$ cat src/sv/gpd_pkg.sv
// Shared types, constants and helper functions for the gamepad report decoder.
// No dependencies; every other file imports this package.
package gpd_pkg;

  localparam int unsigned StoreDepth = 18;
  localparam int unsigned CntW       = 5;
  localparam int unsigned NumButtons = 17;

  localparam logic [CntW-1:0] CountMax  = 5'd31;
  localparam logic [CntW-1:0] LenStatus = 5'd2;
  localparam logic [CntW-1:0] LenReport = 5'd29;

  localparam logic [7:0] HdrStatus   = 8'h08;
  localparam logic [7:0] StsDisconn  = 8'h00;
  localparam logic [7:0] StsConnA    = 8'h80;
  localparam logic [7:0] StsConnB    = 8'hc0;
  localparam logic [7:0] LedBase     = 8'h40;
  localparam logic [7:0] LedPortOffs = 8'h02;
  localparam logic [7:0] StickCenter = 8'd127;
  localparam logic [2:0] BattReset   = 3'd5;
  localparam logic [7:0] BattStep    = 8'd44;

  // 29-byte report headers, first byte in the top bits
  localparam logic [31:0] HdrAnnounce = 32'h000f00f0;
  localparam logic [31:0] HdrBattery  = 32'h00000013;
  localparam logic [31:0] HdrEvent    = 32'h000100f0;
  localparam logic [15:0] HdrEventTl  = 16'h0013;

  typedef logic [StoreDepth-1:0][7:0] pkt_t;

  // Report waiting for decode: set on the final byte of a report.
  typedef struct packed {
    logic            valid;
    logic [CntW-1:0] len;
  } pend_t;

  // Byte divided by 44, as a count of thresholds passed (result 0..5).
  function automatic logic [2:0] batt_div(input logic [7:0] x);
    logic [2:0] q;
    q = 3'd0;
    if (x >= BattStep)                 q = 3'd1;
    if (x >= 8'(2 * BattStep))         q = 3'd2;
    if (x >= 8'(3 * BattStep))         q = 3'd3;
    if (x >= 8'(4 * BattStep))         q = 3'd4;
    if (x >= 8'(5 * BattStep))         q = 3'd5;
    return q;
  endfunction

  // Signed little-endian 16-bit value / 256 (toward zero) + 128, mod 256.
  function automatic logic [7:0] stick_conv(input logic [7:0] lo, input logic [7:0] hi);
    logic corr;
    corr = hi[7] & (lo != 8'd0);
    return {~hi[7], hi[6:0]} + {7'd0, corr};
  endfunction

endpackage

$ cat src/sv/gpd_if.sv
// Handshake channel interfaces of the gamepad report decoder.
// Depends on gpd_pkg for field widths.
interface gpd_in_if import gpd_pkg::*; ();
  logic       valid;
  logic       ready;
  logic [7:0] report_byte;
  logic       last_byte;

  modport source (output valid, report_byte, last_byte, input ready);
  modport sink   (input valid, report_byte, last_byte, output ready);
endinterface

interface gpd_cfg_if import gpd_pkg::*; ();
  logic       valid;
  logic       ready;
  logic [1:0] port_number;

  modport source (output valid, port_number, input ready);
  modport sink   (input valid, port_number, output ready);
endinterface

interface gpd_out_if import gpd_pkg::*; ();
  logic                  valid;
  logic                  ready;
  logic                  handled;
  logic                  attached;
  logic [2:0]            charge_level;
  logic [NumButtons-1:0] button_bits;
  logic [7:0]            left_x;
  logic [7:0]            left_y;
  logic [7:0]            right_x;
  logic [7:0]            right_y;
  logic [7:0]            left_trigger;
  logic [7:0]            right_trigger;
  logic                  led_send;
  logic [7:0]            led_code;

  modport source (output valid, handled, attached, charge_level, button_bits, left_x,
                  left_y, right_x, right_y, left_trigger, right_trigger, led_send,
                  led_code, input ready);
  modport sink   (input valid, handled, attached, charge_level, button_bits, left_x,
                  left_y, right_x, right_y, left_trigger, right_trigger, led_send,
                  led_code, output ready);
endinterface

$ cat src/sv/gpd_ingest.sv
// Byte intake: counts report bytes, keeps the first eighteen, flags a finished report.
// Depends on gpd_pkg.
module gpd_ingest import gpd_pkg::*; (
  input  logic       clk_i,
  input  logic       rst_ni,
  input  logic       in_valid_i,
  output logic       in_ready_o,
  input  logic [7:0] report_byte_i,
  input  logic       last_byte_i,
  input  logic       take_i,
  output pend_t      pend_o,
  output pkt_t       pkt_o
);

  logic [CntW-1:0] cnt_q, cnt_d, cnt_inc;
  pend_t           pend_q, pend_d;
  pkt_t            pkt_q;
  logic            xfer;

  // Stall while a finished report waits and cannot be taken; store must stay intact.
  assign in_ready_o = !pend_q.valid || take_i;
  assign xfer       = in_valid_i && in_ready_o;
  assign cnt_inc    = (cnt_q == CountMax) ? CountMax : cnt_q + 5'd1;

  always_comb begin
    cnt_d  = cnt_q;
    pend_d = pend_q;
    if (take_i) begin
      pend_d.valid = 1'b0;
    end
    if (xfer) begin
      if (last_byte_i) begin
        cnt_d        = '0;
        pend_d.valid = 1'b1;
        pend_d.len   = cnt_inc;
      end else begin
        cnt_d = cnt_inc;
      end
    end
  end

  always_ff @(posedge clk_i or negedge rst_ni) begin
    if (!rst_ni) begin
      cnt_q  <= '0;
      pend_q <= '0;
    end else begin
      cnt_q  <= cnt_d;
      pend_q <= pend_d;
    end
  end

  always_ff @(posedge clk_i) begin
    if (xfer && (cnt_q < CntW'(StoreDepth))) begin
      pkt_q[cnt_q] <= report_byte_i;
    end
  end

  assign pend_o = pend_q;
  assign pkt_o  = pkt_q;

  a_cnt_clear: assert property (@(posedge clk_i) disable iff (!rst_ni)
    xfer && last_byte_i |=> cnt_q == '0 && pend_q.valid)
    else $error("byte count not restarted after final byte");

  a_pend_hold: assert property (@(posedge clk_i) disable iff (!rst_ni)
    pend_q.valid && !take_i |=> pend_q.valid && $stable(pend_q.len))
    else $error("pending report lost while stalled");

  a_len_min: assert property (@(posedge clk_i) disable iff (!rst_ni)
    pend_q.valid |-> pend_q.len != '0)
    else $error("pending report has zero length");

endmodule

$ cat src/sv/gpd_decode.sv
// Report decoder: status, battery and input-event decode, controller state, result register.
// Depends on gpd_pkg.
module gpd_decode import gpd_pkg::*; (
  input  logic                  clk_i,
  input  logic                  rst_ni,
  input  pend_t                 pend_i,
  input  pkt_t                  pkt_i,
  input  logic [1:0]            port_number_i,
  output logic                  take_o,
  output logic                  out_valid_o,
  input  logic                  out_ready_i,
  output logic                  handled_o,
  output logic                  attached_o,
  output logic [2:0]            charge_level_o,
  output logic [NumButtons-1:0] button_bits_o,
  output logic [3:0][7:0]       sticks_o,
  output logic [1:0][7:0]       triggers_o,
  output logic                  led_send_o,
  output logic [7:0]            led_code_o
);

  logic                  valid_q;
  logic                  handled_q, handled_d;
  logic                  att_q, att_d;
  logic [2:0]            batt_q, batt_d;
  logic [NumButtons-1:0] btn_q, btn_d, btn_ev;
  logic [3:0][7:0]       stick_q, stick_d;
  logic [1:0][7:0]       trig_q, trig_d;
  logic                  led_q, led_d;
  logic [7:0]            code_q, code_d;
  logic                  is_status, is_long, hdr_announce, hdr_battery, hdr_event;
  logic [31:0]           head;
  logic [7:0]            d, e;

  // State registers double as the result payload: they only move on a transfer.
  assign take_o = pend_i.valid && (!valid_q || out_ready_i);

  assign head         = {pkt_i[0], pkt_i[1], pkt_i[2], pkt_i[3]};
  assign is_status    = (pend_i.len == LenStatus) && (pkt_i[0] == HdrStatus);
  assign is_long      = (pend_i.len == LenReport);
  assign hdr_announce = head == HdrAnnounce;
  assign hdr_battery  = head == HdrBattery;
  assign hdr_event    = head == HdrEvent && {pkt_i[4], pkt_i[5]} == HdrEventTl;

  assign d = pkt_i[6];
  assign e = pkt_i[7];
  assign btn_ev = {e[2], d[5], d[4], pkt_i[9] != 8'd0, pkt_i[8] != 8'd0, d[7], d[6],
                   e[1], e[0], d[3], d[2], d[1], d[0], e[6], e[7], e[5], e[4]};

  always_comb begin
    handled_d = 1'b0;
    att_d     = att_q;
    batt_d    = batt_q;
    btn_d     = btn_q;
    stick_d   = stick_q;
    trig_d    = trig_q;
    led_d     = 1'b0;
    code_d    = 8'd0;
    if (is_status) begin
      handled_d = 1'b1;
      if (pkt_i[1] == StsDisconn) begin
        btn_d   = '0;
        stick_d = {4{StickCenter}};
        trig_d  = '0;
        att_d   = 1'b0;
      end else if (pkt_i[1] == StsConnA || pkt_i[1] == StsConnB) begin
        led_d  = 1'b1;
        code_d = LedBase + {6'd0, port_number_i} + LedPortOffs;
        att_d  = 1'b1;
      end
    end else if (is_long) begin
      if (hdr_announce) begin
        batt_d = batt_div(pkt_i[17]);
      end else if (hdr_battery) begin
        batt_d = batt_div(pkt_i[4]);
      end else if (hdr_event) begin
        handled_d  = 1'b1;
        btn_d      = btn_ev;
        stick_d[0] = stick_conv(pkt_i[10], pkt_i[11]);
        stick_d[1] = ~stick_conv(pkt_i[12], pkt_i[13]);
        stick_d[2] = stick_conv(pkt_i[14], pkt_i[15]);
        stick_d[3] = ~stick_conv(pkt_i[16], pkt_i[17]);
        trig_d[0]  = pkt_i[8];
        trig_d[1]  = pkt_i[9];
      end
    end
  end

  always_ff @(posedge clk_i or negedge rst_ni) begin
    if (!rst_ni) begin
      valid_q <= 1'b0;
      att_q   <= 1'b0;
      batt_q  <= BattReset;
      btn_q   <= '0;
      stick_q <= {4{StickCenter}};
      trig_q  <= '0;
    end else begin
      if (take_o) begin
        valid_q <= 1'b1;
        att_q   <= att_d;
        batt_q  <= batt_d;
        btn_q   <= btn_d;
        stick_q <= stick_d;
        trig_q  <= trig_d;
      end else if (out_ready_i) begin
        valid_q <= 1'b0;
      end
    end
  end

  always_ff @(posedge clk_i) begin
    if (take_o) begin
      handled_q <= handled_d;
      led_q     <= led_d;
      code_q    <= code_d;
    end
  end

  assign out_valid_o     = valid_q;
  assign handled_o       = handled_q;
  assign attached_o      = att_q;
  assign charge_level_o  = batt_q;
  assign button_bits_o   = btn_q;
  assign sticks_o        = stick_q;
  assign triggers_o      = trig_q;
  assign led_send_o      = led_q;
  assign led_code_o      = code_q;

  a_led_att: assert property (@(posedge clk_i) disable iff (!rst_ni)
    valid_q && led_q |-> att_q && handled_q)
    else $error("LED request without attach");

  a_batt_range: assert property (@(posedge clk_i) disable iff (!rst_ni)
    batt_q <= 3'd5)
    else $error("battery level out of range");

  a_state_hold: assert property (@(posedge clk_i) disable iff (!rst_ni)
    valid_q && !out_ready_i |=> $stable(btn_q) && $stable(stick_q) && $stable(att_q))
    else $error("state changed while result stalled");

endmodule

$ cat src/sv/gamepad_report_decoder.sv
// Gamepad report decoder top level: byte intake, decoder, configuration register.
// Depends on gpd_pkg, gpd_if, gpd_ingest and gpd_decode.
// Throughput: one report byte per cycle while intake is not stalled. The final byte is registered
// at its transfer, and the result register loads once the decoder takes the pending report.
// Back-pressure holds the result; intake stalls only while a finished report waits.
// Reset: port 0, detached, battery 5, sticks 127, buttons and triggers clear; store kept.
module gamepad_report_decoder import gpd_pkg::*; (
  input  logic      clk_i,
  input  logic      rst_ni,
  gpd_cfg_if.sink   cfg_i,
  gpd_in_if.sink    in_i,
  gpd_out_if.source res_o
);

  logic [1:0]      port_q;
  pend_t           pend;
  pkt_t            pkt;
  logic            take;
  logic [3:0][7:0] sticks;
  logic [1:0][7:0] triggers;

  assign cfg_i.ready = 1'b1;

  always_ff @(posedge clk_i or negedge rst_ni) begin
    if (!rst_ni) begin
      port_q <= 2'd0;
    end else if (cfg_i.valid) begin
      port_q <= cfg_i.port_number;
    end
  end

  gpd_ingest u_ingest (
    .clk_i,
    .rst_ni,
    .in_valid_i    (in_i.valid),
    .in_ready_o    (in_i.ready),
    .report_byte_i (in_i.report_byte),
    .last_byte_i   (in_i.last_byte),
    .take_i        (take),
    .pend_o        (pend),
    .pkt_o         (pkt)
  );

  gpd_decode u_decode (
    .clk_i,
    .rst_ni,
    .pend_i          (pend),
    .pkt_i           (pkt),
    .port_number_i   (port_q),
    .take_o          (take),
    .out_valid_o     (res_o.valid),
    .out_ready_i     (res_o.ready),
    .handled_o       (res_o.handled),
    .attached_o      (res_o.attached),
    .charge_level_o  (res_o.charge_level),
    .button_bits_o   (res_o.button_bits),
    .sticks_o        (sticks),
    .triggers_o      (triggers),
    .led_send_o      (res_o.led_send),
    .led_code_o      (res_o.led_code)
  );

  assign res_o.left_x        = sticks[0];
  assign res_o.left_y        = sticks[1];
  assign res_o.right_x       = sticks[2];
  assign res_o.right_y       = sticks[3];
  assign res_o.left_trigger  = triggers[0];
  assign res_o.right_trigger = triggers[1];

endmodule
$ cat src/flat_wrapper.sv
// flat-port wrapper written by rule: the top's interface ports become plain ports
module gamepad_report_decoder_flat import gpd_pkg::*;
  (clk_i, rst_ni, cfg_i_valid, cfg_i_port_number, cfg_i_ready, in_i_valid, in_i_report_byte, in_i_last_byte, in_i_ready, res_o_valid, res_o_handled, res_o_attached, res_o_charge_level, res_o_button_bits, res_o_left_x, res_o_left_y, res_o_right_x, res_o_right_y, res_o_left_trigger, res_o_right_trigger, res_o_led_send, res_o_led_code, res_o_ready);
  gpd_cfg_if cfg_i_i ();
  gpd_in_if in_i_i ();
  gpd_out_if res_o_i ();
  input  logic clk_i;
  input  logic rst_ni;
  input wire logic [$bits(cfg_i_i.valid)-1:0] cfg_i_valid;
  input wire logic [$bits(cfg_i_i.port_number)-1:0] cfg_i_port_number;
  output wire logic [$bits(cfg_i_i.ready)-1:0] cfg_i_ready;
  input wire logic [$bits(in_i_i.valid)-1:0] in_i_valid;
  input wire logic [$bits(in_i_i.report_byte)-1:0] in_i_report_byte;
  input wire logic [$bits(in_i_i.last_byte)-1:0] in_i_last_byte;
  output wire logic [$bits(in_i_i.ready)-1:0] in_i_ready;
  output wire logic [$bits(res_o_i.valid)-1:0] res_o_valid;
  output wire logic [$bits(res_o_i.handled)-1:0] res_o_handled;
  output wire logic [$bits(res_o_i.attached)-1:0] res_o_attached;
  output wire logic [$bits(res_o_i.charge_level)-1:0] res_o_charge_level;
  output wire logic [$bits(res_o_i.button_bits)-1:0] res_o_button_bits;
  output wire logic [$bits(res_o_i.left_x)-1:0] res_o_left_x;
  output wire logic [$bits(res_o_i.left_y)-1:0] res_o_left_y;
  output wire logic [$bits(res_o_i.right_x)-1:0] res_o_right_x;
  output wire logic [$bits(res_o_i.right_y)-1:0] res_o_right_y;
  output wire logic [$bits(res_o_i.left_trigger)-1:0] res_o_left_trigger;
  output wire logic [$bits(res_o_i.right_trigger)-1:0] res_o_right_trigger;
  output wire logic [$bits(res_o_i.led_send)-1:0] res_o_led_send;
  output wire logic [$bits(res_o_i.led_code)-1:0] res_o_led_code;
  input wire logic [$bits(res_o_i.ready)-1:0] res_o_ready;
  assign cfg_i_i.valid = cfg_i_valid;
  assign cfg_i_i.port_number = cfg_i_port_number;
  assign cfg_i_ready = cfg_i_i.ready;
  assign in_i_i.valid = in_i_valid;
  assign in_i_i.report_byte = in_i_report_byte;
  assign in_i_i.last_byte = in_i_last_byte;
  assign in_i_ready = in_i_i.ready;
  assign res_o_valid = res_o_i.valid;
  assign res_o_handled = res_o_i.handled;
  assign res_o_attached = res_o_i.attached;
  assign res_o_charge_level = res_o_i.charge_level;
  assign res_o_button_bits = res_o_i.button_bits;
  assign res_o_left_x = res_o_i.left_x;
  assign res_o_left_y = res_o_i.left_y;
  assign res_o_right_x = res_o_i.right_x;
  assign res_o_right_y = res_o_i.right_y;
  assign res_o_left_trigger = res_o_i.left_trigger;
  assign res_o_right_trigger = res_o_i.right_trigger;
  assign res_o_led_send = res_o_i.led_send;
  assign res_o_led_code = res_o_i.led_code;
  assign res_o_i.ready = res_o_ready;
  gamepad_report_decoder u_core (.clk_i(clk_i), .rst_ni(rst_ni), .cfg_i(cfg_i_i), .in_i(in_i_i), .res_o(res_o_i));
endmodule
$ cat config.mk
export PLATFORM = sky130hd
export DESIGN_NAME = gamepad_report_decoder_flat
export DESIGN_NICKNAME = d
export VERILOG_FILES = /design/src/sv/gpd_pkg.sv /design/src/sv/gpd_if.sv /design/src/sv/gpd_ingest.sv /design/src/sv/gpd_decode.sv /design/src/sv/gamepad_report_decoder.sv /design/src/flat_wrapper.sv
export SDC_FILE = /design/constraint.sdc
export NUM_CORES = 1
export LEC_CHECK = 0
export BUFFER_PORTS_ARGS = -buffer_cell sky130_fd_sc_hd__buf_2
export CORE_ASPECT_RATIO = 2
export CORE_UTILIZATION = 50
export DETAILED_ROUTE_END_ITERATION = 10
export GPL_TIMING_DRIVEN = 0
export PLACE_DENSITY_LB_ADDON = 0.08
export SYNTH_ARGS = -nofsm -noshare
export SYNTH_HDL_FRONTEND = slang
export SYNTH_SLANG_ARGS = --single-unit
$ cat constraint.sdc
create_clock -name clk_i -period 3.3 [get_ports clk_i]
set_input_delay 0.66 -clock clk_i [delete_from_list [all_inputs] [get_ports clk_i]]
set_output_delay 0.66 -clock clk_i [all_outputs]
set_load 0.005 [all_outputs]
-- Word level (Yosys, flattened, before mapping)
Cells that the tools add are included.
- flip-flop bits (word level): 237
- input bits: 16
- word-level logic and storage cells: 156
- add/sub/neg operators: 7
- $lt $le $gt $ge: 13
- equal/unequal tests: 13
- mux-type cells: 47
- bitwise logic cells: 12
- reductions and logical operators: 29
- operators by type and width (kind ; count):
    $mux 32 ; 6
    $bwmux 144 ; 1
    $mux 17 ; 6
    $mux 16 ; 6
    $ge 8x8->1 const B ; 6
    $reduce_bool 8->1 ; 6
    $demux 8 s5 ; 1
    $add 8x1->8 ; 4
    $eq 32x17->1 const B ; 1
    $eq 32x20->1 const B ; 1
    $eq 32x5->1 const B ; 1
    $mux 3 ; 10
    $eq 16x5->1 const B ; 1
    $eq 8x8->1 const B ; 2
    $ge 8x6->1 const B ; 2
    $ge 8x7->1 const B ; 2
    $not 8->8 ; 2
    $mux 1 ; 12
    $mux 6 ; 2
    $eq 5x5->1 const B ; 2
    $mux 5 ; 2
    $reduce_bool 2->1 ; 5
    $add 7x2->8 const A ; 1
    $add 8x2->8 const B ; 1
    21 further kinds ; 38

-- Logic depth before layout (Yosys ltp)
- depth after elaboration: 9
- depth in mapped cells: 8
- mapped depth without buffers: 8

-- By module
A second synthesis with hierarchy kept.
- cells, all modules: 669
- area total of the unflattened synthesis: 9475.3 µm²
- modules (own cells, without submodules) (module ; instances ; cells each ; area each (µm²)):
    gpd_ingest ; 1 ; 231 ; 5109.9
    gpd_decode ; 1 ; 432 ; 4281.6
    gamepad_report_decoder ; 1 ; 6 ; 83.8

-- Worst setup path before layout
Ideal clock, no wire load.
- path kind: input-to-reg
- from: input port res_o_ready
- to: register u_core.u_ingest.pkt_q, in the netlist u_core.u_ingest.pkt_o[64], enable pin
- arrival: 1.968 ns
- data required time: 2.917 ns
- path slack: 0.949 ns
- cell stages on the path: 5
- buffers on the path: 1
- cells stage by stage: nand3b_1 -> and2_1 -> clkbuf_1 -> nand2_1 -> nor3_1
- cells in the longest elaborated chain, start to end: 5
- RTL lines (what ; RTL line ; source):
    start: declaration ; flat_wrapper.sv:29 ; input wire logic [$bits(res_o_i.ready)-1:0] res_o_ready;
    $logic_or 1x1->1 ; gpd_decode.sv:36 ; assign take_o = pend_i.valid && (!valid_q || out_ready_i);
    $logic_and 1x1->1 ; gpd_decode.sv:36 ;
    $logic_or 1x1->1 ; gpd_ingest.sv:21 ; assign in_ready_o = !pend_q.valid || take_i;
    $logic_and 1x1->1 ; gpd_ingest.sv:22 ; assign xfer = in_valid_i && in_ready_o;
    $logic_and 1x1->1 ; gpd_ingest.sv:53 ; if (xfer && (cnt_q < CntW'(StoreDepth))) begin
    end signal: indexed assignment ; gpd_ingest.sv:54 ; pkt_q[cnt_q] <= report_byte_i;
    end: declaration ; gpd_ingest.sv:17 ; pkt_t pkt_q;
No other way between the ends.
A chain may end at the register's enable or synchronous reset.

-- Worst setup path in the final report
- from: register u_core.u_ingest.pkt_q, in the netlist u_core.u_ingest.pkt_o[13]
- to: register u_core.u_decode.btn_q[8] (netlist: u_core.u_decode.button_bits_o[8])
- cells in the longest elaborated chain, start to end: 4
- elaborated cells between the ends (all ways): 10
- RTL lines (what ; RTL line ; source):
    $eq 32x17->1 ; gpd_decode.sv:43 ; assign hdr_event = head == HdrEvent && {pkt_i[4], pkt_i[5]} == HdrEventTl;
    $logic_and 1x1->1 ; gpd_decode.sv:43 ;
    $reduce_bool 2->1 (no line) ; n/a ;
    $reduce_and 6->1 (no line) * ; n/a ;
    end signal: assignment ; gpd_decode.sv:102 ; btn_q <= btn_d;
    end: declaration ; gpd_decode.sv:26 ; logic [NumButtons-1:0] btn_q, btn_d, btn_ev;
Every way passes the cells marked *; elsewhere a longest branch is shown, timed or not.

==> metrics.md <==
| Metric | Value |
|---|---|
| Ys async rst share | `0.358` |
| Critical path required time | `~3.7 ns` |
| First-pass GRT wire length | `32.5 mm` |
| Grt total ovfl | `0` |
| Area Overhead vs Synth | `15.5%` |
| Slew HR | `0.123` |
| Cells along the critical path | `nor4_2 -> nand4_2 -> nor3_4 -> and2_2 -> buf_6 -> buf_6 -> mux2i_1` |
| GPL Wtd Cong | `0.904` |
| Setup crit end kind | `flop` |
| Largest cells by area after synthesis | `edfxtp_1, dfrtp_1, dfstp_2, mux2i_1, nand2_1` |
| Final ANT Viol Nets | `0` |
| Worst path bufs/invs | `2` |
| RSZ-0062 raised after global routing | `false` |
| Leak Pwr | `4.34 nW` |
| Delay-heaviest family, CP | `simple AND/OR/NAND/NOR gates` |
| Max Used Layer | `met4` |
| Count leader, synth | `edfxtp_1` |
| FMAX | `around 370 MHz` |
| EDFF count, synth | `149` |
| Reg2reg start | `u_core.u_ingest.pkt_o[13]` |
| FP Rows | `70` |
| Via Count | `around 5.7k` |
| Initial core utilization | `0.513` |
| Maximum vdd drop | `about 0.50 mV` |
| Layout cell share with drive strength beyond 1 | `0.237` |
| Worst Setup EP | `u_core.u_decode.button_bits_o[8]` |
| Vias per inst | `roughly 5.5` |
| Crit Path Class | `flop to flop` |
| Yosys top cell by area | `edfxtp_1` |
| # diodes | `0` |
| CTS sink count | `around 230` |
| Placeable core area | `around 18,000 um^2` |
| Setup violators final | `0` |
| Critical path launch point type | `flop` |
| Synth Register Bits | `232` |
| Pwr Density | `between 500 and 600 nW/um^2` |
| CP max stage cell | `nor4_2` |
| Synth Instances | `a little under 700` |
| Met2 routed WL | `~11 mm` |
| Worst Reg-to-Reg Cells | `7` |
| Worst-path maximum fanout | `10` |
| Port buffer count | `92` |
| CTS HTree Levels | `1` |
| Total global-route track usage | `0.225` |
| Most frequent CP cell | `buf_6` |
| Clock Latency Late Sink | `about 0.5 ns` |
| Hold Fails Final Rpt | `0` |
| Postcts setup bufs | `0` |
| CTS tree | `done` |
| Hold Buf Count CTS | `0` |
| Slew @ Worst Pin | `around 1.3 ns` |
| Fin util | `0.592` |
| Signal arrival time at the worst endpoint | `3.11 ns` |
| Tmin final | `2.69 ns` |
| Synth unique cells | `between 50 and 60` |
| Num ports | `98` |
| Final WL | `a little over 20 mm` |
| Synth top cells by count | `edfxtp_1, nand2_1, dfrtp_1` |
| Beginning of the critical path | `u_core.u_ingest.pkt_o[13]` |
| Top FF cell, synth | `edfxtp_1` |
| Die width | `between 90 and 100 um` |
| Worst Hold Class | `primary input to async pin` |
| Post-Synthesis Cell Area | `approximately 9400 um^2` |
| Post-synth top area share | `0.477` |
| Worst path max stage delay | `0.59 ns` |
| Setup_tns | `0 ns` |
| Vias in the first global route | `5,869` |
| DIE HEIGHT | `between 150 and 200 um` |
| DRT iter0 DRCs | `about 260` |
| Die ar. | `19,400 um^2` |
| Met3 WL post-DR | `696 um` |
| Max-cap viol count | `0` |
| Largest net degree at the start of global routing | `57` |
| Post-synthesis sequential area ratio | `0.702` |
| CP Depth | `7` |
| Initial antenna violation count | `0` |
| HPWL after detailed placement | `around 14 mm` |
| DRC errors left | `0` |
| CTS clock-pin slew for the worst setup and hold paths | `0.07 ns` |
| Total CTS buffers | `20` |
| Worst r2r dst | `u_core.u_decode.button_bits_o[8]` |
| WL met1 | `roughly 7.7 mm` |
| Count of cells resized by post-cts repair | `0` |
| Outcome | `completed` |
| FF-to-FF setup slack | `a little over 0.6 ns` |
| Clk root buf | `clkbuf_16` |
| Total number of yosys warnings | `0` |
| Longest Clk Path Bufs | `3` |
| Slew Viols, Final | `0` |
| Fin nets | `just over 800` |
| Mapped Avg Cell Area | `13.9 um^2` |
| Drt pass-1 iters | `5` |
| Drt wl/cell | `about 20 um` |
| Worst Skew | `between 0.015 and 0.02 ns` |
| Fin crit share | `0.815` |
## logic make-up (layout without fill, tap and decap cells)
family | count (synthesis) | count (layout) | synth area share
buffers and inverters | 69 | 198 | 0.0366
adders and majority gates | 12 | 12 | 0.0160
xor gates and xnor gates | 26 | 26 | 0.0243
DFF | 232 | 232 | 0.702
muxes | 52 | 52 | 0.0564
AOI/OAI and AO/OA | 77 | 77 | 0.0514
other | 2 | 5 | 0.000800
and+or+nand+nor | 204 | 204 | 0.113
## placed cells by master, fill, tap and decap left out, types with 3 or more instances in the layout
master       n
o21ai_1      5
nand2_1     63
conb_1       5
buf_4       10
nand4_1      6
a21boi_0     4
clkbuf_16   21
nor4_1      17
xor2_1      14
nor2_1      35
and2_1       3
xnor2_1     12
clkbuf_1    13
dfstp_2     30
bufinv_16    3
inv_1       35
ha_1        12
clkinv_1     3
and4_1       3
o21ai_0      6
nand3b_1     3
mux2i_1     45
or3_1        4
nand3_1     24
edfxtp_1   149
clkinv_2     3
nand2b_1     7
a211oi_1    19
buf_2      102
nor2b_1      3
dfrtp_1     53
and3_1      12
mux2_2       7
a21oi_1     31
nor3_1      11
## power breakdown
| group | switching (mW) | total [mW] | internal [mW] |
|---|---|---|---|
| clock | 1.01 | 2.41 | 1.40 |
| combinational | 0.151 | 0.215 | 0.0633 |
| sequential | 0.0345 | 3.20 | 3.17 |
## metal layers
metal,vias to the layer above,GRT usage
met5,-,0
met4,0,0.0879
met3,37,0.0246
met2,142,0.429
met1,2809,0.251
li1,2676,-
## cell type report
class / count / area, um^2
repair buffers: 93 / 490
clock buffers: 25 / 541
clock inverters: 11 / 133
plain buffers: 33 / 209
flip-flops and latches: 232 / 6590
inverters: 36 / 135
fillers: 1502 / 7460
well taps: 216 / 270
multi-input cells: 376 / 2470
## worst min path at each step
stage / endpoint / slack (ns) / cells past startpoint
3_5_place_dp: u_core.u_decode.charge_level_o[0] / 0.49 / 2
5_1_grt: u_core.u_decode.button_bits_o[8] / 0.11 / 1
4_1_cts: u_core.u_decode.button_bits_o[2] / 0.09 / 1
6_report: u_core.u_decode.button_bits_o[6] / 0.08 / 1
3_3_place_gp: u_core.u_ingest.pend_o[2] / 0.48 / 1
2_1_floorplan: u_core.port_q[0] / 0.36 / 0
## sequential cells by signal, summed over array words and instances, names as in the netlist
signal,flops
u_core.port_q,2
u_core.u_decode.attached_o,1
u_core.u_decode.button_bits_o,17
u_core.u_decode.charge_level_o,3
u_core.u_decode.handled_o,1
u_core.u_decode.led_code_o,4
u_core.u_decode.led_send_o,1
u_core.u_decode.out_valid_o,1
u_core.u_decode.sticks_o,32
u_core.u_decode.triggers_o,16
u_core.u_ingest.cnt_q,5
u_core.u_ingest.pend_o,6
u_core.u_ingest.pkt_o,143
## worst reg2reg max path, cell delays in order (launching register included)
cell and delay (ns):
edfxtp_1 0.40, nor4_2 0.59, nand4_2 0.36, nor3_4 0.41, and2_2 0.24, buf_6 0.18, buf_6 0.20, mux2i_1 0.23
## metrics by stage
step | hold WS (ns) | power (mW) | setup slack (ns) | instance area, um^2 | std cells
after global routing | 0.105 | 6.01 | 0.381 | 10800 | 1022
final | 0.0826 | 5.83 | 0.609 | 10800 | 1022
after global placement | 0.484 | 3.46 | 0.275 | 10100 | 985
after detailed placement | 0.486 | 3.48 | 0.242 | 10200 | 986
after floorplan | 0.364 | 3.35 | 0.949 | 9400 | 677
after CTS | 0.0900 | 5.88 | 0.537 | 10800 | 1022
(Power assumes the default switching activity.)
